===== src/design/ucd_pkg.sv =====
`default_nettype none

package ucd_pkg;

    // bytes in a container header and in each file header
    localparam int unsigned HEADER_BYTES = 5;
    // largest file count a container may declare
    localparam int unsigned MAX_FILES    = 2;

    // depth of the command queue between front and back
    localparam int unsigned QUEUE_DEPTH  = 2;
    localparam int unsigned QUEUE_AW     = (QUEUE_DEPTH > 1) ? $clog2(QUEUE_DEPTH) : 1;
    localparam int unsigned QUEUE_CW     = $clog2(QUEUE_DEPTH + 1);

    // operation codes on the input stream
    localparam logic [1:0] OP_BYTE    = 2'd0;
    localparam logic [1:0] OP_FINISH  = 2'd1;
    localparam logic [1:0] OP_RESTART = 2'd2;

    // register indexes on the configuration port
    localparam logic [1:0] REG_MAGIC     = 2'd0;
    localparam logic [1:0] REG_APP_CODE  = 2'd1;
    localparam logic [1:0] REG_CORE_CODE = 2'd2;

    typedef enum logic [1:0] {
        KIND_BYTE    = 2'd0,
        KIND_FINISH  = 2'd1,
        KIND_RESTART = 2'd2,
        KIND_NOP     = 2'd3
    } kind_t;

    typedef struct packed {
        kind_t       kind;
        logic [7:0]  data;
    } cmd_t;

    typedef enum logic [2:0] {
        PH_CONTAINER = 3'b001,
        PH_FILEHDR   = 3'b010,
        PH_PAYLOAD   = 3'b100
    } phase_t;

    typedef enum logic [1:0] {
        ST_ABSENT   = 2'd0,
        ST_PROGRESS = 2'd1,
        ST_COMPLETE = 2'd2,
        ST_ERROR    = 2'd3
    } status_t;

    typedef struct packed {
        logic [7:0] container_magic;
        logic [7:0] app_type_code;
        logic [7:0] core_type_code;
    } cfg_t;

    typedef struct packed {
        logic       payload_valid;
        logic [7:0] payload_byte;
        logic       to_core;
        logic       last_of_file;
        logic       parse_error;
        logic       verify_ok;
        logic       install_app;
        logic       install_core;
    } res_t;

endpackage

`default_nettype wire


===== src/design/ucd_front.sv =====
`default_nettype none

module ucd_front (
    input  wire logic [1:0]    operation,
    input  wire logic [7:0]    data_byte,
    output ucd_pkg::cmd_t      cmd
);

    always_comb
    begin
        cmd.data = data_byte;
        unique case (operation)
            ucd_pkg::OP_BYTE:    cmd.kind = ucd_pkg::KIND_BYTE;
            ucd_pkg::OP_FINISH:  cmd.kind = ucd_pkg::KIND_FINISH;
            ucd_pkg::OP_RESTART: cmd.kind = ucd_pkg::KIND_RESTART;
            default:             cmd.kind = ucd_pkg::KIND_NOP;
        endcase
        // the byte only matters for stream bytes
        if (cmd.kind != ucd_pkg::KIND_BYTE)
        begin
            cmd.data = 8'd0;
        end
    end

endmodule

`default_nettype wire


===== src/design/ucd_queue.sv =====
`default_nettype none

module ucd_queue (
    input  wire logic          clk,
    input  wire logic          rst_n,
    input  wire logic          push,
    input  wire ucd_pkg::cmd_t push_cmd,
    output logic               full,
    input  wire logic          pop,
    output logic               head_valid,
    output ucd_pkg::cmd_t      head_cmd
);

    localparam int unsigned AW = ucd_pkg::QUEUE_AW;
    localparam int unsigned CW = ucd_pkg::QUEUE_CW;

    ucd_pkg::cmd_t entry_reg [ucd_pkg::QUEUE_DEPTH];
    logic [AW-1:0] wr_ptr_reg, wr_ptr_next;
    logic [AW-1:0] rd_ptr_reg, rd_ptr_next;
    logic [CW-1:0] count_reg, count_next;

    assign full       = (count_reg == CW'(ucd_pkg::QUEUE_DEPTH));
    assign head_valid = (count_reg != '0);
    assign head_cmd   = entry_reg[rd_ptr_reg];

    always_comb
    begin
        wr_ptr_next = wr_ptr_reg;
        rd_ptr_next = rd_ptr_reg;
        count_next  = count_reg;
        if (push)
        begin
            wr_ptr_next = (wr_ptr_reg == AW'(ucd_pkg::QUEUE_DEPTH - 1)) ? '0 : wr_ptr_reg + 1'b1;
        end
        if (pop)
        begin
            rd_ptr_next = (rd_ptr_reg == AW'(ucd_pkg::QUEUE_DEPTH - 1)) ? '0 : rd_ptr_reg + 1'b1;
        end
        if (push && !pop)
        begin
            count_next = count_reg + 1'b1;
        end
        else if (pop && !push)
        begin
            count_next = count_reg - 1'b1;
        end
    end

    always_ff @(posedge clk or negedge rst_n)
    begin
        if (!rst_n)
        begin
            wr_ptr_reg <= '0;
            rd_ptr_reg <= '0;
            count_reg  <= '0;
        end
        else
        begin
            wr_ptr_reg <= wr_ptr_next;
            rd_ptr_reg <= rd_ptr_next;
            count_reg  <= count_next;
        end
    end

    always_ff @(posedge clk)
    begin
        if (push)
        begin
            entry_reg[wr_ptr_reg] <= push_cmd;
        end
    end

    assert property (@(posedge clk) disable iff (!rst_n) full |-> !push)
        else $error("queue written while full");
    assert property (@(posedge clk) disable iff (!rst_n) !head_valid |-> !pop)
        else $error("queue read while empty");
    assert property (@(posedge clk) disable iff (!rst_n)
        (push && !pop) |=> (count_reg == $past(count_reg) + 1'b1))
        else $error("queue count did not advance on write");

endmodule

`default_nettype wire


===== src/design/ucd_back.sv =====
`default_nettype none

module ucd_back (
    input  wire logic          clk,
    input  wire logic          rst_n,
    input  wire ucd_pkg::cfg_t cfg,
    input  wire logic          cmd_valid,
    input  wire ucd_pkg::cmd_t cmd,
    output logic               cmd_pop,
    output logic               res_valid,
    output ucd_pkg::res_t      res,
    input  wire logic          res_ready
);

    localparam logic [2:0] HDR_LAST = 3'(ucd_pkg::HEADER_BYTES - 1);

    ucd_pkg::phase_t  phase_reg, phase_next;
    logic [2:0]       hcount_reg, hcount_next;
    logic [31:0]      hword_reg, hword_next;
    logic [7:0]       htype_reg, htype_next;
    logic [4:0]       files_reg, files_next;
    logic [4:0]       findex_reg, findex_next;
    logic             is_core_reg, is_core_next;
    logic [31:0]      left_reg, left_next;
    ucd_pkg::status_t status_reg [2];
    ucd_pkg::status_t status_next [2];
    logic             error_reg, error_next;
    logic             res_valid_reg;
    ucd_pkg::res_t    res_reg, res_next;

    logic             hdr_done;
    logic             cur_t;
    logic             routed;
    logic             fin_ok;

    assign cmd_pop   = cmd_valid && (!res_valid_reg || res_ready);
    assign res_valid = res_valid_reg;
    assign res       = res_reg;

    always_comb
    begin
        phase_next     = phase_reg;
        hcount_next    = hcount_reg;
        hword_next     = hword_reg;
        htype_next     = htype_reg;
        files_next     = files_reg;
        findex_next    = findex_reg;
        is_core_next   = is_core_reg;
        left_next      = left_reg;
        status_next[0] = status_reg[0];
        status_next[1] = status_reg[1];
        error_next     = error_reg;
        res_next       = '0;
        hdr_done       = (hcount_reg == HDR_LAST);
        cur_t          = is_core_reg;
        routed         = (status_reg[is_core_reg] != ucd_pkg::ST_ERROR);
        fin_ok         = (status_reg[0] == ucd_pkg::ST_ABSENT
                          || status_reg[0] == ucd_pkg::ST_COMPLETE)
                         && (status_reg[1] == ucd_pkg::ST_ABSENT
                          || status_reg[1] == ucd_pkg::ST_COMPLETE);

        case (cmd.kind)
            ucd_pkg::KIND_BYTE:
            begin
                if (!error_reg)
                begin
                    unique case (phase_reg) inside
                        ucd_pkg::PH_CONTAINER, ucd_pkg::PH_FILEHDR:
                        begin
                            if (phase_reg == ucd_pkg::PH_FILEHDR && hcount_reg == 3'd0
                                && findex_reg >= files_reg)
                            begin
                                // byte after all declared files
                                error_next = 1'b1;
                            end
                            else
                            begin
                                if (hcount_reg == 3'd0)
                                begin
                                    htype_next = cmd.data;
                                    hword_next = 32'd0;
                                end
                                else
                                begin
                                    hword_next = {hword_reg[23:0], cmd.data};
                                end
                                hcount_next = hdr_done ? 3'd0 : hcount_reg + 3'd1;
                                if (hdr_done && phase_reg == ucd_pkg::PH_CONTAINER)
                                begin
                                    if (htype_reg != cfg.container_magic
                                        || hword_next > 32'(ucd_pkg::MAX_FILES))
                                    begin
                                        error_next = 1'b1;
                                    end
                                    else
                                    begin
                                        files_next  = hword_next[4:0];
                                        findex_next = 5'd0;
                                        phase_next  = ucd_pkg::PH_FILEHDR;
                                    end
                                end
                                else if (hdr_done)
                                begin
                                    if (htype_reg == cfg.app_type_code)
                                    begin
                                        cur_t = 1'b0;
                                    end
                                    else
                                    begin
                                        cur_t = 1'b1;
                                    end
                                    if (htype_reg != cfg.app_type_code
                                        && htype_reg != cfg.core_type_code)
                                    begin
                                        error_next = 1'b1;
                                    end
                                    else
                                    begin
                                        is_core_next = cur_t;
                                        left_next    = hword_next;
                                        if (status_reg[cur_t] != ucd_pkg::ST_ABSENT)
                                        begin
                                            status_next[cur_t] = ucd_pkg::ST_ERROR;
                                        end
                                        else if (hword_next == 32'd0)
                                        begin
                                            status_next[cur_t] = ucd_pkg::ST_COMPLETE;
                                        end
                                        else
                                        begin
                                            status_next[cur_t] = ucd_pkg::ST_PROGRESS;
                                        end
                                        if (hword_next == 32'd0)
                                        begin
                                            findex_next = findex_reg + 5'd1;
                                        end
                                        else
                                        begin
                                            phase_next = ucd_pkg::PH_PAYLOAD;
                                        end
                                    end
                                end
                            end
                        end
                        ucd_pkg::PH_PAYLOAD:
                        begin
                            left_next = left_reg - 32'd1;
                            if (routed)
                            begin
                                res_next.payload_valid = 1'b1;
                                res_next.payload_byte  = cmd.data;
                                res_next.to_core       = is_core_reg;
                            end
                            if (left_reg == 32'd1)
                            begin
                                res_next.last_of_file = routed;
                                if (status_reg[is_core_reg] == ucd_pkg::ST_PROGRESS)
                                begin
                                    status_next[is_core_reg] = ucd_pkg::ST_COMPLETE;
                                end
                                findex_next = findex_reg + 5'd1;
                                phase_next  = ucd_pkg::PH_FILEHDR;
                            end
                        end
                        default:
                        begin
                            phase_next = ucd_pkg::PH_CONTAINER;
                        end
                    endcase
                end
            end
            ucd_pkg::KIND_FINISH:
            begin
                if (fin_ok)
                begin
                    res_next.verify_ok    = 1'b1;
                    res_next.install_app  = (status_reg[0] == ucd_pkg::ST_COMPLETE);
                    res_next.install_core = (status_reg[1] == ucd_pkg::ST_COMPLETE);
                    status_next[0]        = ucd_pkg::ST_ABSENT;
                    status_next[1]        = ucd_pkg::ST_ABSENT;
                end
            end
            ucd_pkg::KIND_RESTART:
            begin
                phase_next     = ucd_pkg::PH_CONTAINER;
                hcount_next    = 3'd0;
                hword_next     = 32'd0;
                htype_next     = 8'd0;
                files_next     = 5'd0;
                findex_next    = 5'd0;
                is_core_next   = 1'b0;
                left_next      = 32'd0;
                status_next[0] = ucd_pkg::ST_ABSENT;
                status_next[1] = ucd_pkg::ST_ABSENT;
                error_next     = 1'b0;
            end
            default:
            begin
                error_next = error_reg;
            end
        endcase
        res_next.parse_error = error_next;
    end

    always_ff @(posedge clk or negedge rst_n)
    begin
        if (!rst_n)
        begin
            phase_reg     <= ucd_pkg::PH_CONTAINER;
            hcount_reg    <= 3'd0;
            hword_reg     <= 32'd0;
            htype_reg     <= 8'd0;
            files_reg     <= 5'd0;
            findex_reg    <= 5'd0;
            is_core_reg   <= 1'b0;
            left_reg      <= 32'd0;
            status_reg[0] <= ucd_pkg::ST_ABSENT;
            status_reg[1] <= ucd_pkg::ST_ABSENT;
            error_reg     <= 1'b0;
            res_valid_reg <= 1'b0;
        end
        else
        begin
            if (cmd_pop)
            begin
                phase_reg     <= phase_next;
                hcount_reg    <= hcount_next;
                hword_reg     <= hword_next;
                htype_reg     <= htype_next;
                files_reg     <= files_next;
                findex_reg    <= findex_next;
                is_core_reg   <= is_core_next;
                left_reg      <= left_next;
                status_reg[0] <= status_next[0];
                status_reg[1] <= status_next[1];
                error_reg     <= error_next;
                res_valid_reg <= 1'b1;
            end
            else if (res_ready)
            begin
                res_valid_reg <= 1'b0;
            end
        end
    end

    always_ff @(posedge clk)
    begin
        if (cmd_pop)
        begin
            res_reg <= res_next;
        end
    end

    assert property (@(posedge clk) disable iff (!rst_n)
        res_valid_reg |-> !(res_reg.payload_valid && res_reg.verify_ok))
        else $error("payload and finish result in one transaction");
    assert property (@(posedge clk) disable iff (!rst_n)
        (res_valid_reg && res_reg.last_of_file) |-> res_reg.payload_valid)
        else $error("last marker on a byte that is not payload");
    assert property (@(posedge clk) disable iff (!rst_n)
        (res_valid_reg && (res_reg.install_app || res_reg.install_core))
        |-> res_reg.verify_ok)
        else $error("install without a passed check");
    assert property (@(posedge clk) disable iff (!rst_n)
        (error_reg && cmd_pop && cmd.kind != ucd_pkg::KIND_RESTART) |=> error_reg)
        else $error("error flag dropped without restart");
    assert property (@(posedge clk) disable iff (!rst_n)
        (phase_reg == ucd_pkg::PH_PAYLOAD) |-> (left_reg != 32'd0))
        else $error("payload phase with nothing left");

endmodule

`default_nettype wire


===== src/design/update_container_deframer.sv =====
`default_nettype none

// Update container deframer. Takes a firmware-update stream one transaction
// per byte on the s_ side: tdata[1:0] is the operation (stream byte, finish,
// restart) and tdata[9:2] the byte. Every input transaction yields exactly
// one output transaction on the m_ side carrying routed payload (with its
// destination and a tlast on each file's final byte), the sticky parse
// error flag and, for a finish, the verify and install decisions. The magic
// byte and the two file type codes are set over the APB-style port at byte
// addresses 0, 4 and 8; the user must write them only while the block is
// idle; the block does not enforce this. Throughput is one transaction
// per clock while m_tready keeps up: the parser keeps all its state in
// registers and updates header shift, file counters and the 32-bit
// payload down-counter together. Inputs pass the two-entry command
// queue, then the output register; the queue fills while m_tready is low.

module update_container_deframer (
    input  wire logic        clk,
    input  wire logic        rst_n,

    // apb-style configuration port
    input  wire logic        psel,
    input  wire logic        penable,
    input  wire logic        pwrite,
    input  wire logic [3:0]  paddr,
    input  wire logic [31:0] pwdata,
    output logic      [31:0] prdata,
    output logic             pready,

    // input stream
    input  wire logic        s_tvalid,
    output logic             s_tready,
    input  wire logic [15:0] s_tdata,   // operation[1:0], data_byte[9:2], zero[15:10]

    // result stream
    output logic             m_tvalid,
    input  wire logic        m_tready,
    output logic      [15:0] m_tdata,   // payload_valid[0], payload_byte[8:1], to_core[9],
                                        // parse_error[10], verify_ok[11], install_app[12],
                                        // install_core[13], zero[15:14]
    output logic             m_tlast    // last_of_file
);

    ucd_pkg::cfg_t cfg_reg;
    logic          cfg_write;

    ucd_pkg::cmd_t front_cmd;
    logic          q_full;
    logic          q_push;
    logic          q_valid;
    ucd_pkg::cmd_t q_cmd;
    logic          q_pop;
    ucd_pkg::res_t res;

    // configuration registers
    assign pready    = 1'b1;
    assign cfg_write = psel && penable && pwrite;

    always_ff @(posedge clk or negedge rst_n)
    begin
        if (!rst_n)
        begin
            cfg_reg <= '0;
        end
        else if (cfg_write)
        begin
            unique case (paddr[3:2])
                ucd_pkg::REG_MAGIC:     cfg_reg.container_magic <= pwdata[7:0];
                ucd_pkg::REG_APP_CODE:  cfg_reg.app_type_code   <= pwdata[7:0];
                ucd_pkg::REG_CORE_CODE: cfg_reg.core_type_code  <= pwdata[7:0];
                default:                cfg_reg                 <= cfg_reg;
            endcase
        end
    end

    always_comb
    begin
        unique case (paddr[3:2])
            ucd_pkg::REG_MAGIC:     prdata = {24'd0, cfg_reg.container_magic};
            ucd_pkg::REG_APP_CODE:  prdata = {24'd0, cfg_reg.app_type_code};
            ucd_pkg::REG_CORE_CODE: prdata = {24'd0, cfg_reg.core_type_code};
            default:                prdata = 32'd0;
        endcase
    end

    // front: decode the operation into a command
    ucd_front u_front (
        .operation (s_tdata[1:0]),
        .data_byte (s_tdata[9:2]),
        .cmd       (front_cmd)
    );

    // short queue decouples acceptance from the parser
    assign s_tready = !q_full;
    assign q_push   = s_tvalid && !q_full;

    ucd_queue u_queue (
        .clk        (clk),
        .rst_n      (rst_n),
        .push       (q_push),
        .push_cmd   (front_cmd),
        .full       (q_full),
        .pop        (q_pop),
        .head_valid (q_valid),
        .head_cmd   (q_cmd)
    );

    // back: parser state and output register
    ucd_back u_back (
        .clk       (clk),
        .rst_n     (rst_n),
        .cfg       (cfg_reg),
        .cmd_valid (q_valid),
        .cmd       (q_cmd),
        .cmd_pop   (q_pop),
        .res_valid (m_tvalid),
        .res       (res),
        .res_ready (m_tready)
    );

    assign m_tdata = {2'b00, res.install_core, res.install_app, res.verify_ok,
                      res.parse_error, res.to_core, res.payload_byte, res.payload_valid};
    assign m_tlast = res.last_of_file;

endmodule

`default_nettype wire


===== config.mk =====
export PLATFORM = sky130hd
export DESIGN_NAME = update_container_deframer
export DESIGN_NICKNAME = d
export VERILOG_FILES = /design/src/design/ucd_pkg.sv /design/src/design/ucd_front.sv /design/src/design/ucd_queue.sv /design/src/design/ucd_back.sv /design/src/design/update_container_deframer.sv
export SDC_FILE = /design/constraint.sdc
export NUM_CORES = 1
export LEC_CHECK = 0
export BUFFER_PORTS_ARGS = -buffer_cell sky130_fd_sc_hd__buf_4
export CELL_PAD_IN_SITES_DETAIL_PLACEMENT = 2
export CELL_PAD_IN_SITES_GLOBAL_PLACEMENT = 2
export CORE_UTILIZATION = 39
export DETAILED_ROUTE_END_ITERATION = 6
export PLACE_DENSITY = 0.88
export SYNTH_ARGS = -nofsm -noshare
export SYNTH_HDL_FRONTEND = slang
export SYNTH_SLANG_ARGS = --single-unit

===== constraint.sdc =====
create_clock -name clk -period 6.24 [get_ports clk]
set_input_delay 1.248 -clock clk [delete_from_list [all_inputs] [get_ports clk]]
set_output_delay 1.248 -clock clk [all_outputs]
set_load 0.05 [all_outputs]

Word level (Yosys, flattened, before mapping)
Memories as Yosys holds them, arrays and structs flattened.
Index checks and enable logic that the tools add are counted.
{"block": "word_totals", "register_bits": 130, "mem_bits_rw": 20, "inputBits": 59, "wordCells": 258, "n_memories": 1, "output_inout_bits": 52}
{"memory": "u_queue.entry_reg", "depth": 2, "word_bits": 10, "rd": 1, "rd_ports_with_merged_regs": 0, "wr": 1, "line": "ucd_queue.sv:17", "source": "ucd_pkg::cmd_t entry_reg [ucd_pkg::QUEUE_DEPTH];"}
{"block": "classes", "bitwise_logic": 16, "mux": 109, "addsub": 7, "reduce_logical": 51, "eq_ne": 42, "order_cmp": 6}
{"cell": "two-way mux 32 bit", "n": 10}
{"cell": "case mux 32 bit (2 select lines)", "n": 2}
{"cell": "two-way mux 24 bit", "n": 3}
{"cell": "two-way mux 5 bit", "n": 13}
{"cell": "case mux 24 bit (2 select lines)", "n": 1}
{"cell": "two-way mux 4 bit", "n": 10}
{"cell": "two-way mux 8 bit", "n": 5}
{"cell": "two-way mux 3 bit", "n": 13}
{"cell": "== test 32 x 1 -> 1 bit (second input constant)", "n": 1}
{"cell": "greater-than comparator 32 x 2 -> 1 bit (second input constant)", "n": 1}
{"cell": "zero test 32 bit", "n": 1}
{"cell": "subtractor 32 x 1 -> 32 bit (second input constant)", "n": 1}
{"cell": "case mux 5 bit (2 select lines)", "n": 3}
{"cell": "two-way mux 1 bit", "n": 26}
{"cell": "!= test 8 bit", "n": 3}
{"cell": "case mux 8 bit (3 select lines)", "n": 1}
{"cell": "two-way mux 2 bit", "n": 10}
{"cell": "case mux 3 bit (2 select lines)", "n": 3}
{"cell": "case mux 8 bit (2 select lines)", "n": 1}
{"cell": "AND reduction 8 bit", "n": 2}
{"cell": "!= test 3 bit (second input constant)", "n": 5}
{"cell": "!= test 2 bit (second input constant)", "n": 7}
{"cell": "logical AND 1 bit", "n": 13}
{"cell": "== test 2 bit (second input constant)", "n": 6}
{"cell": "46 further kinds", "n": 90}

Depth between registers and ports, before layout
Gate-level depths: netlist of the first run.
{"block": "depth", "depth_word": 24, "mapped_depth": 13, "depth_no_buf": 9}

By module
From an unflattened synthesis of the first run, not the netlist that was laid out.
{"block": "hier_totals", "cells_unflattened": 834, "hier_area_um2": 8309.2}
{"mod": "ucd_back", "cells_each": 663, "n_inst": 1, "seq_area_each_um2": 2628.8, "area_per_inst_um2": 5870.6}
{"mod": "update_container_deframer", "cells_each": 112, "n_inst": 1, "seq_area_each_um2": 600.6, "area_per_inst_um2": 1358.8}
{"mod": "ucd_queue", "cells_each": 47, "n_inst": 1, "seq_area_each_um2": 700.7, "area_per_inst_um2": 949.7}
{"mod": "ucd_front", "cells_each": 12, "n_inst": 1, "seq_area_each_um2": 0.0, "area_per_inst_um2": 130.1}

Worst setup path before layout of the first run
OpenSTA, ideal clock, no wires.
{"block": "synth_path", "path_kind": "input to output", "start": "input paddr[2]", "end": "output prdata[0]", "path_stages": 3, "arrival_time_ns": 2.879, "setup_slack_ns": 2.113, "path_buffers": 1, "cell_sequence": "buf_1 mux2i_1 o21ai_0"}
{"block": "synth_between", "elab_chain_cells": 2, "elab_cells_between_ends": 4, "classes_between": "eq/ne (2); mux (1); reduce/logical (1)"}
{"item": "from (decl)", "line": "update_container_deframer.sv:25", "source": "input wire logic [3:0] paddr,"}
{"item": "== test 2 bit, or another cell as far along", "line": "update_container_deframer.sv:78", "source": "unique case (paddr[3:2])"}
{"item": "case mux 8 bit (3 select lines) (*)", "line": "update_container_deframer.sv:78"}
{"item": "to (decl)", "line": "update_container_deframer.sv:27", "source": "output logic [31:0] prdata,"}
Mark *: on every way between the ends. The rest lies on a longest branch, timed or not.

Worst setup path in the final report of the first run
{"block": "layout_path", "start": "register u_queue.rd_ptr_reg", "end": "register u_back.htype_reg[1]"}
{"block": "layout_between", "elab_chain_cells": 6, "elab_cells_between_ends": 14, "classes_between": "eq/ne (5); mux (5); reduce/logical (3); memory (1)"}
{"item": "from (decl)", "line": "ucd_queue.sv:19", "source": "logic [AW-1:0] rd_ptr_reg, rd_ptr_next;"}
{"item": "from (signal assigned)", "line": "ucd_queue.sv:60", "source": "rd_ptr_reg <= rd_ptr_next;"}
{"item": "memory (2 x 10 bit) (*)"}
{"item": "two-way mux 8 bit", "line": "ucd_back.sv:78", "source": "if (hcount_reg == 3'd0)"}
{"item": "two-way mux 8 bit", "line": "ucd_back.sv:70", "source": "if (phase_reg == ucd_pkg::PH_FILEHDR && hcount_reg == 3'd0"}
{"item": "two-way mux 8 bit", "line": "ucd_back.sv:67", "source": "unique case (phase_reg) inside"}
{"item": "two-way mux 8 bit", "line": "ucd_back.sv:65", "source": "if (!error_reg)"}
{"item": "case mux 8 bit (2 select lines)", "line": "ucd_back.sv:62", "source": "case (cmd.kind)"}
{"item": "to (signal assigned)", "line": "ucd_back.sv:229", "source": "htype_reg <= htype_next;"}
{"item": "to (decl)", "line": "ucd_back.sv:20", "source": "logic [7:0] htype_reg, htype_next;"}
Mark *: on every way between the ends. The rest lies on a longest branch, timed or not. The select of a mux whose other input is x is not followed.
A chain may end at the register's enable or synchronous reset.

==> flow_metrics.env, run 1 <==
export IMPL_cts_clk_slew_worst_paths_ns=0.07
export IMPL_path_common_cell="buf_4"
export IMPL_via_per_inst=5.92
export IMPL_powerDensity_nw_per_um2=546
export IMPL_cp_max_fo=51
export IMPL_p_int_w=0.00264
export IMPL_synth_area_per_cell_um2=9.79
export IMPL_gp_congestion=0.801
export IMPL_final_area_um2=9150
export IMPL_setup_viol=0
export IMPL_wire_per_inst_um=25.1
export IMPL_largest_reg_flops=32
export IMPL_ys_seq_area_share_pct=48.8
export IMPL_finalClockSkew_ns=0.0148
export IMPL_start_util_pct=39.8
export IMPL_slowest_stage="a21oi_1"
export IMPL_cts_made_buffers=17
export IMPL_swShare_pct=47.3
export IMPL_rows=52
export IMPL_synth_top_area_share_pct=35.4
export IMPL_dpl_cell_area_um2=8570
export IMPL_cp_cell_sequence="mux2i_1, ha_1, buf_4, o211ai_1, a221o_1, buf_4, a21oi_1, mux2_2"
export IMPL_grt_pass1_wl_mm=45.3
export IMPL_net_switching_power_w=0.00236
export IMPL_preCtsSetupSlack_ns=1.82
export IMPL_ys_flop_type="dfrtp_1"
export IMPL_clk_latency_ns=0.45
export IMPL_rsz0062_at_grt="no"
export IMPL_hold_viol=0
export IMPL_cts_tree="done"
export IMPL_slew_violations=0
export IMPL_n_antenna_cell=0
export IMPL_period_needed_ns=4.58
export IMPL_pwr_share_clk_pct=20.9
export IMPL_status="finished clean"
export IMPL_synth_common_cells="114 x dfrtp_1, 89 x nor2_1, 78 x nand2_1"
export IMPL_relSlewSlack_pct=14.7
export IMPL_crit_path_end_kind="flip-flop"
export IMPL_drv_cap=0
export IMPL_port_buffers=51
export IMPL_synthDistinctLibCells=65
export IMPL_ys_warn_count=0
export IMPL_grt_pass1_vias=7588
export IMPL_antenna_found_initial=0
export IMPL_synth_edf_count=35
export IMPL_tightest_slew_ns=1.28
export IMPL_instances_no_fill=1141
export IMPL_grt_overflow=0
export IMPL_drcViolationCount=0
export IMPL_required_ns=6.56
export IMPL_cts_buffer_depth=2
export IMPL_criticalPathCategory="reg2reg"
export IMPL_nets=932
export IMPL_dp_cells=1109
export IMPL_cts_sinks=150
export IMPL_fin_hold_ws_ns=0.498
export IMPL_antenna_left=0
export IMPL_grt_total_usage_pct=28.2
export IMPL_fin_ws_ns=1.66
export IMPL_synth_top_cell_by_area="dfrtp_1"
export IMPL_dp_hpwl_mm=18.1
export IMPL_areaGrowthSynthToFinish_pct=13.6
export IMPL_die_w_um=146
export IMPL_synthArstFlopShare_pct=76.7
export IMPL_slowest_delay_ns=0.83
export IMPL_finalSetupTns_ns=0
export IMPL_pin_count=111
export IMPL_synth_seq_cells=150
export IMPL_cts_root_buffer="clkbuf_16"
export IMPL_cts_hold_buffers_added=0
export IMPL_critPathLaunchType="flip-flop"
export IMPL_drt_iter0_drc=423
export IMPL_max_clock_freq_mhz=218
export IMPL_finalCritPeriodShare_pct=73.4
export IMPL_coreArea_um2=20200
export IMPL_vias=6756
export IMPL_dieArea_um2=21200
export IMPL_yosys_top_cells_area="dfrtp_1 35%, edfxtp_1 13%, mux2_2 5.6%, o21ai_0 4.5%, nor2_1 4.1%"
export IMPL_die_h_um=146
export IMPL_cellLeakagePower_nw=3.91
export IMPL_vdd_drop_max_mv=0.260
export IMPL_synth_cells=823
export IMPL_htreeDepth=4
export IMPL_cts_resized=0
export IMPL_critPathArrivalTime_ns=4.91
export IMPL_drive_gt1_share_pct=17.9
export IMPL_grt_max_degree=76
export IMPL_postCtsSetupRepairBufs=0
export IMPL_wl_mm=28.7
export IMPL_synth_area_um2=8060
export IMPL_combPwrFrac_pct=43.2
export IMPL_seqPwrFrac_pct=35.9
export IMPL_first_pass_iters=5
export IMPL_hold_class="reg2reg"
export IMPL_synth_most_common_cell="dfrtp_1"
## critical path, delay by kind of cell (launching register included)
kind,cells,cell delay [ns]
muxes,2,1.24
DFF,1,0.79
AOI/OAI and AO/OA,3,1.50
adders and majority gates,1,0.29
buffers and inverters,2,0.61
## power by group through the flow
stage | clock network [W] | logic (W) | registers (W)
2_1_floorplan | 0 | 0.00139 | 0.00173
6_report | 0.00105 | 0.00216 | 0.00179
4_1_cts | 0.00106 | 0.00215 | 0.00179
3_3_place_gp | 0 | 0.00191 | 0.00173
3_5_place_dp | 0 | 0.00204 | 0.00178
5_1_grt | 0.00109 | 0.00232 | 0.00183
## layer usage
layer  vias to the layer above  wire, µm  share of wire [%]  GRT usage, %
li1                       2959         -                  -             -
met1                      3521     11500                 40          33.1
met2                       201     14900                 52          49.2
met3                        75      1150                4.0          4.89
met4                         0      1140                4.0          14.9
met5                         -         0                  0             0
## layout by cell type (no fill, tap or decap), types with 8 or more instances in the layout
master / instances
a21oi_1: 49
a31oi_1: 8
and2_1: 14
buf_4: 60
clkbuf_16: 18
conb_1: 27
dfrtp_1: 114
edfxtp_1: 35
ha_1: 15
inv_1: 23
mux2_2: 40
mux2i_1: 20
nand2_1: 78
nand2b_1: 12
nor2_1: 88
nor3_1: 17
nor4_1: 21
o21ai_0: 73
o31ai_1: 9
xnor2_1: 11
xor2_1: 19
## cell type report
class | count | area [µm²]
Fill cell | 2151 | 11100
Sequential cell | 150 | 3930
Multi-Input combinational cell | 606 | 3770
Clock buffer | 18 | 450
Timing Repair Buffer | 60 | 450
Tap cell | 270 | 338
Clock inverter | 14 | 126
Inverter | 23 | 86.3
## metrics by stage
stage	total power, W	util, %
after floorplan	0.00312	-
after global placement	0.00365	42.4
after detailed placement	0.00382	42.4
after CTS	0.00500	45.2
after global routing	0.00524	45.2
final	0.00500	45.2
## worst paths after layout
check                                    start                   to  slack (ns)  cells after the start
hold / removal             u_back.left_reg[31]  u_back.left_reg[31]        0.50                      1
min in group asynchronous                rst_n  u_back.files_reg[2]        0.99                      1
setup reg to reg            u_queue.rd_ptr_reg  u_back.htype_reg[1]        1.66                      8
setup / recovery            u_queue.rd_ptr_reg  u_back.htype_reg[1]        1.66                      8
max in group asynchronous                rst_n  u_back.left_reg[15]        4.10                      2
hold reg to reg            u_back.left_reg[31]  u_back.left_reg[31]        0.50                      1
## cells by family after synthesis
| logic type | share of synthesized area [%] |
|---|---|
| AOI/OAI and AO/OA | 14.9 |
| xor gates and xnor gates | 3.26 |
| adders and majority gates | 2.33 |
| buffers and inverters | 5.67 |
| DFF | 48.8 |
| muxes | 8.08 |
| other | 0.0932 |
| and+or+nand+nor | 16.9 |
Power figures use the tool's default switching activity.
==> run 2, diff against run 1 <==
--- a/config.mk
+++ b/config.mk
@@ -5,12 +5,13 @@
 export SDC_FILE = /design/constraint.sdc
 export NUM_CORES = 1
 export LEC_CHECK = 0
+export ABC_AREA = 1
 export BUFFER_PORTS_ARGS = -buffer_cell sky130_fd_sc_hd__buf_4
 export CELL_PAD_IN_SITES_DETAIL_PLACEMENT = 2
 export CELL_PAD_IN_SITES_GLOBAL_PLACEMENT = 2
-export CORE_UTILIZATION = 39
+export CORE_UTILIZATION = 34
 export DETAILED_ROUTE_END_ITERATION = 6
-export PLACE_DENSITY = 0.88
+export PLACE_DENSITY = 0.83
 export SYNTH_ARGS = -nofsm -noshare
 export SYNTH_HDL_FRONTEND = slang
 export SYNTH_SLANG_ARGS = --single-unit
==> constraint.sdc (replaced) <==
create_clock -name clk -period 4.5 [get_ports clk]
set_input_delay 0.9 -clock clk [delete_from_list [all_inputs] [get_ports clk]]
set_output_delay 0.9 -clock clk [all_outputs]
set_load 0.05 [all_outputs]
==> run 2 against run 1 <==
Net effect: non-clock buffer count increased by 1; critical path depth increased by 2; synthesized cell count increased by 39%; worst setup slack got worse by 1.2 ns; synthesized area increased by 9.1%; maximum frequency increased by 13%; routed wire length increased by 4.3%; hold slack got worse by 0.012 ns; global-route usage decreased by 4.6 points; register-to-register slack got worse by 1.2 ns; first-iteration DRC count decreased by 22%.
==> flow_metrics.env, run 2 <==
export IMPL_cts_tree="done"
export IMPL_nets=1259
export IMPL_drcViolationCount=0
export IMPL_powerDensity_nw_per_um2=789
export IMPL_postCtsSetupRepairBufs=0
export IMPL_status="finished clean"
export IMPL_final_cell_mix="334 x nand2_1, 126 x nor2_1, 114 x dfrtp_1"
export IMPL_cp_cell_sequence="inv_2, or2_2, o21ai_0, ha_1, o21ai_1, nor2_4, nand3_4, inv_1, nand3_1, o21ai_0"
export IMPL_n_antenna_cell=0
export IMPL_critPathArrivalTime_ns=4.38
export IMPL_vias=7893
export IMPL_port_buffers=51
export IMPL_combPwrFrac_pct=51.0
export IMPL_preCtsSetupSlack_ns=0.483
export IMPL_slowest_delay_ns=0.66
export IMPL_finalCritPeriodShare_pct=89.9
export IMPL_pwr_share_clk_pct=18.8
export IMPL_rows=58
export IMPL_cts_resized=0
export IMPL_antenna_found_initial=0
export IMPL_cts_made_buffers=17
export IMPL_criticalPathCategory="reg2reg"
export IMPL_final_area_um2=9990
export IMPL_drive_gt1_share_pct=12.6
export IMPL_seqPwrFrac_pct=30.2
export IMPL_finalSetupTns_ns=0
export IMPL_wl_mm=29.9
export IMPL_drt_iter0_drc=331
export IMPL_die_w_um=163
export IMPL_highest_layer="met4"
export IMPL_slowest_stage="dfrtp_1"
export IMPL_rsz0062_at_grt="no"
export IMPL_grt_pass1_wl_mm=47.9
export IMPL_ys_seq_area_share_pct=44.7
export IMPL_synth_common_cells="334 x nand2_1, 126 x nor2_1, 114 x dfrtp_1"
export IMPL_wire_per_inst_um=19.6
export IMPL_dp_hpwl_mm=20.9
export IMPL_largest_reg_flops=32
export IMPL_antenna_left=0
export IMPL_p_int_w=0.00387
export IMPL_grt_overflow=0
export IMPL_post_route_util_pct=39.5
export IMPL_cp_max_fo=37
export IMPL_cts_clk_slew_worst_paths_ns=0.07
export IMPL_gp_congestion=0.796
export IMPL_tightest_slew_ns=1.07
export IMPL_crit_path_end_kind="flip-flop"
export IMPL_areaGrowthSynthToFinish_pct=13.6
export IMPL_synthDistinctLibCells=46
export IMPL_start_util_pct=34.8
export IMPL_wl_met3_um=912
export IMPL_grt_max_degree=74
export IMPL_ys_warn_count=0
export IMPL_power_w=0.00788
export IMPL_synth_cells=1143
export IMPL_swShare_pct=50.9
export IMPL_grt_pass1_vias=8701
export IMPL_path_common_cell="o21ai_0"
export IMPL_coreArea_um2=25300
export IMPL_hold_viol=0
export IMPL_dpl_cell_area_um2=9390
export IMPL_cellLeakagePower_nw=4.70
export IMPL_dieArea_um2=26500
export IMPL_hold_class="reg2reg"
export IMPL_slew_violations=0
export IMPL_yosys_top_cells_area="dfrtp_1 32%, nand2_1 14%, edfxtp_1 12%, nor2_1 5.4%, o21ai_0 5.2%"
export IMPL_pin_count=111
export IMPL_grt_total_usage_pct=23.6
export IMPL_vdd_drop_max_mv=0.401
export IMPL_synthArstFlopShare_pct=76.7
export IMPL_max_clock_freq_mhz=247
export IMPL_cts_hold_buffers_added=0
export IMPL_cts_sinks=150
export IMPL_ys_flop_type="dfrtp_1"
export IMPL_layout_commonest_cell="nand2_1"
export IMPL_cts_buffer_depth=2
export IMPL_cts_root_buffer="clkbuf_16"
export IMPL_synth_edf_count=35
export IMPL_first_pass_iters=5
export IMPL_finalClockSkew_ns=0.0135
export IMPL_period_needed_ns=4.04
export IMPL_synth_most_common_cell="nand2_1"
export IMPL_filler_cell_count=2953
export IMPL_drv_cap=0
export IMPL_htreeDepth=4
export IMPL_net_switching_power_w=0.00401
export IMPL_required_ns=4.83
export IMPL_critPathLaunchType="flip-flop"
export IMPL_synth_area_um2=8790
export IMPL_clk_latency_ns=0.44
export IMPL_synth_seq_cells=150
export IMPL_synth_area_per_cell_um2=7.69
export IMPL_synth_top_cell_by_area="dfrtp_1"
export IMPL_die_h_um=163
export IMPL_setup_viol=0
export IMPL_route_met2_wl_mm=15.2
export IMPL_relSlewSlack_pct=28.6
export IMPL_fin_ws_ns=0.455
export IMPL_synth_top_area_share_pct=32.4
export IMPL_via_per_inst=5.17
export IMPL_met1_length_mm=13.2
-- run 2: final cells by class --
type | count | area (µm²) | area share, %
clock buffer | 20 | 489 | 4.90
clock inverter | 12 | 105 | 1.05
inverter | 108 | 405 | 4.06
multi-input combinational | 847 | 4170 | 41.8
sequential | 150 | 3930 | 39.4
tap | 330 | 413 | 4.13
timing repair buffer | 61 | 470 | 4.71
-- run 2: through the flow --
stage	std cells	hold WS [ns]
2_1_floorplan	1168	0.446
3_3_place_gp	1496	0.464
3_5_place_dp	1496	0.475
4_1_cts	1528	0.489
5_1_grt	1528	0.499
6_report	1528	0.486
-- run 2: cells by family after synthesis --
group / synth area share [%]
simple gates: 29.4
compound gates: 10.9
buf+inv: 8.91
flops: 44.7
xor+xnor: 3.88
fa+ha+maj: 2.13
other cells: 0.0854
-- run 2: path summary, 6_finish.rpt --
path	from	end	slack, ns	cells past startpoint
worst max-delay path	u_queue.rd_ptr_reg	u_back.hcount_reg[1]	0.46	10
worst min-delay path	u_back.left_reg[31]	u_back.left_reg[31]	0.49	2
worst max register to register	u_queue.rd_ptr_reg	u_back.hcount_reg[1]	0.46	10
worst min register to register	u_back.left_reg[31]	u_back.left_reg[31]	0.49	2
max in group asynchronous	rst_n	u_back.left_reg[0]	2.99	2
min in group asynchronous	rst_n	cfg_reg[9]	0.67	1
-- run 2: worst max-delay path: cells and delay by family (launching register included) --
family | cells | cell delay (ns)
buffers and inverters | 2 | 0.83
AOI/OAI and AO/OA | 3 | 0.76
and+or+nand+nor | 4 | 1.02
DFF | 1 | 0.66
adders and majority gates | 1 | 0.65
-- run 2: layer usage --
metal,GRT usage (%),up-vias
li1,-,3714
met1,29.4,4015
met2,42.1,129
met3,3.21,35
met4,7.26,0
met5,0,-
-- run 2: power groups by stage --
stage / Combinational, W / Sequential, W / Clock (W)
6_report: 0.00402 / 0.00238 / 0.00148
5_1_grt: 0.00442 / 0.00244 / 0.00155
4_1_cts: 0.00406 / 0.00238 / 0.00150
3_5_place_dp: 0.00395 / 0.00239 / 0
3_3_place_gp: 0.00375 / 0.00236 / 0
2_1_floorplan: 0.00269 / 0.00244 / 0
==> run 3, diff against run 2 <==
--- a/config.mk
+++ b/config.mk
@@ -11,7 +11,7 @@
 export CELL_PAD_IN_SITES_GLOBAL_PLACEMENT = 2
 export CORE_UTILIZATION = 34
 export DETAILED_ROUTE_END_ITERATION = 6
-export PLACE_DENSITY = 0.83
+export PLACE_DENSITY = 0.88
 export SYNTH_ARGS = -nofsm -noshare
 export SYNTH_HDL_FRONTEND = slang
 export SYNTH_SLANG_ARGS = --single-unit
==> run 3 against run 2 <==
Net effect: clock-buffer cell count is 2 lower; routed wire length is 11% higher; design area hardly changed; global-route usage is 2.4 points higher; die area stayed put; sequential share of layout area hardly changed; maximum frequency is 3.5% lower; clock skew is 0.0016 ns higher; largest cell class unchanged; highest routed layer unchanged.
==> flow_metrics.env, run 3 (synthesis results as in run 2) <==
export IMPL_die_h_um=163
export IMPL_gp_congestion=0.827
export IMPL_antenna_left=0
export IMPL_wl_mm=33.1
export IMPL_cts_sinks=150
export IMPL_tightest_slew_ns=0.968
export IMPL_dieArea_um2=26500
export IMPL_net_switching_power_w=0.00426
export IMPL_critPathArrivalTime_ns=4.52
export IMPL_critPathLaunchType="flip-flop"
export IMPL_grt_pass1_vias=9208
export IMPL_htreeDepth=4
export IMPL_setup_viol=0
export IMPL_status="finished clean"
export IMPL_postCtsSetupRepairBufs=0
export IMPL_rows=58
export IMPL_cp_max_fo=37
export IMPL_hold_class="reg2reg"
export IMPL_relSlewSlack_pct=35.3
export IMPL_slew_violations=0
export IMPL_cts_tree="done"
export IMPL_slowest_stage="dfrtp_1"
export IMPL_port_buffers=51
export IMPL_cellLeakagePower_nw=4.69
export IMPL_dp_hpwl_mm=21.5
export IMPL_cts_clk_slew_worst_paths_ns=0.07
export IMPL_slowest_delay_ns=0.70
export IMPL_grt_overflow=0
export IMPL_cts_root_buffer="clkbuf_16"
export IMPL_drcViolationCount=0
export IMPL_antenna_found_initial=0
export IMPL_nets=1258
export IMPL_finalClockSkew_ns=0.0151
export IMPL_cts_buffer_depth=2
export IMPL_pwr_share_clk_pct=18.7
export IMPL_path_common_cell="o21ai_0"
export IMPL_drive_gt1_share_pct=12.6
export IMPL_instances_no_fill=1527
export IMPL_criticalPathCategory="reg2reg"
export IMPL_vdd_drop_max_mv=0.431
export IMPL_rsz0062_at_grt="no"
export IMPL_wire_per_inst_um=21.7
export IMPL_p_int_w=0.00383
export IMPL_r2r_slack_ns=0.31
export IMPL_die_w_um=163
export IMPL_dp_cells=1495
export IMPL_dpl_cell_area_um2=9390
export IMPL_via_per_inst=5.36
export IMPL_cp_buffers_inverters=2
export IMPL_finalSetupTns_ns=0
export IMPL_hold_viol=0
export IMPL_power_w=0.00809
export IMPL_areaGrowthSynthToFinish_pct=13.5
export IMPL_pin_count=111
export IMPL_powerDensity_nw_per_um2=811
export IMPL_seqPwrFrac_pct=29.9
export IMPL_grt_total_usage_pct=26.0
export IMPL_clk_latency_ns=0.46
export IMPL_cts_hold_buffers_added=0
export IMPL_drt_iter0_drc=355
export IMPL_cts_made_buffers=17
export IMPL_swShare_pct=52.7
export IMPL_start_util_pct=34.8
export IMPL_finalCritPeriodShare_pct=93.2
export IMPL_period_needed_ns=4.19
export IMPL_drv_cap=0
export IMPL_grt_max_degree=68
export IMPL_combPwrFrac_pct=51.3
export IMPL_crit_path_end_kind="flip-flop"
export IMPL_coreArea_um2=25300
export IMPL_final_cell_mix="334 x nand2_1, 126 x nor2_1, 114 x dfrtp_1"
export IMPL_required_ns=4.82
export IMPL_first_pass_iters=5
export IMPL_largest_reg_flops=32
export IMPL_final_area_um2=9980
export IMPL_n_antenna_cell=0
export IMPL_post_route_util_pct=39.5
export IMPL_grt_pass1_wl_mm=52.2
export IMPL_cp_top_family="compound AO/OA/AOI/OAI gates"
export IMPL_cp_cell_sequence="inv_2, or2_2, o21ai_0, ha_1, nand2_1, o21ai_1, nor2_4, nand3_4, clkinvlp_4, o21ai_0"
export IMPL_layout_commonest_cell="nand2_1"
export IMPL_vias=8184
export IMPL_max_clock_freq_mhz=239
==> run 3: final timing paths <==
kind,startpoint,to,cells past startpoint
setup / recovery,u_queue.rd_ptr_reg,u_back.hword_reg[5],10
hold / removal,u_back.phase_reg[0],u_back.phase_reg[0],2
setup reg to reg,u_queue.rd_ptr_reg,u_back.hword_reg[5],10
hold reg to reg,u_back.phase_reg[0],u_back.phase_reg[0],2
max in group asynchronous,rst_n,u_back.left_reg[10],2
min in group asynchronous,rst_n,u_back.findex_reg[2],1
==> run 3: power by group through the flow <==
| stage | combinational, W | clock [W] | sequential, W |
|---|---|---|---|
| after detailed placement | 0.00396 | 0 | 0.00241 |
| after floorplan | 0.00269 | 0 | 0.00244 |
| after global routing | 0.00452 | 0.00158 | 0.00247 |
| after global placement | 0.00373 | 0 | 0.00237 |
| final | 0.00415 | 0.00151 | 0.00242 |
| after CTS | 0.00416 | 0.00153 | 0.00241 |
==> run 3: worst min-delay path, cell delays in order, from the launching register on <==
cell and delay (ns):
dfstp_2 0.38, nand2_1 0.06, nand2_1 0.04
==> run 3: stage by stage <==
| stage | setup WS (ns) | hold WS [ns] |
|---|---|---|
| finish | 0.308 | 0.483 |
| global route | 0.00371 | 0.500 |
| CTS | 0.331 | 0.489 |
| detailed placement | 0.484 | 0.478 |
| global placement | 0.684 | 0.464 |
| floorplan | 1.79 | 0.446 |
==> run 3: cell type report <==
class	instances	area, µm²
Clock buffer	18	450
Fill cell	2933	15300
Sequential cell	150	3930
Multi-Input combinational cell	847	4170
Tap cell	330	413
Clock inverter	14	143
Inverter	108	409
Timing Repair Buffer	60	463
==> run 3: timing repair <==
action	4_1_cts	5_1_grt
endpoints found under the setup margin	0	1
endpoints found under the hold margin	0	0
gates resized for setup	0	1
==> run 3: per-layer routing <==
| metal | vias to the layer above | global-route usage [%] | part of all wire, % |
|---|---|---|---|
| met4 | 0 | 10.6 | 3.1 |
| met1 | 4186 | 30.8 | 42 |
| met5 | - | 0 | 0 |
| met2 | 204 | 46.4 | 51 |
| met3 | 73 | 4.28 | 3.5 |
| li1 | 3721 | - | - |
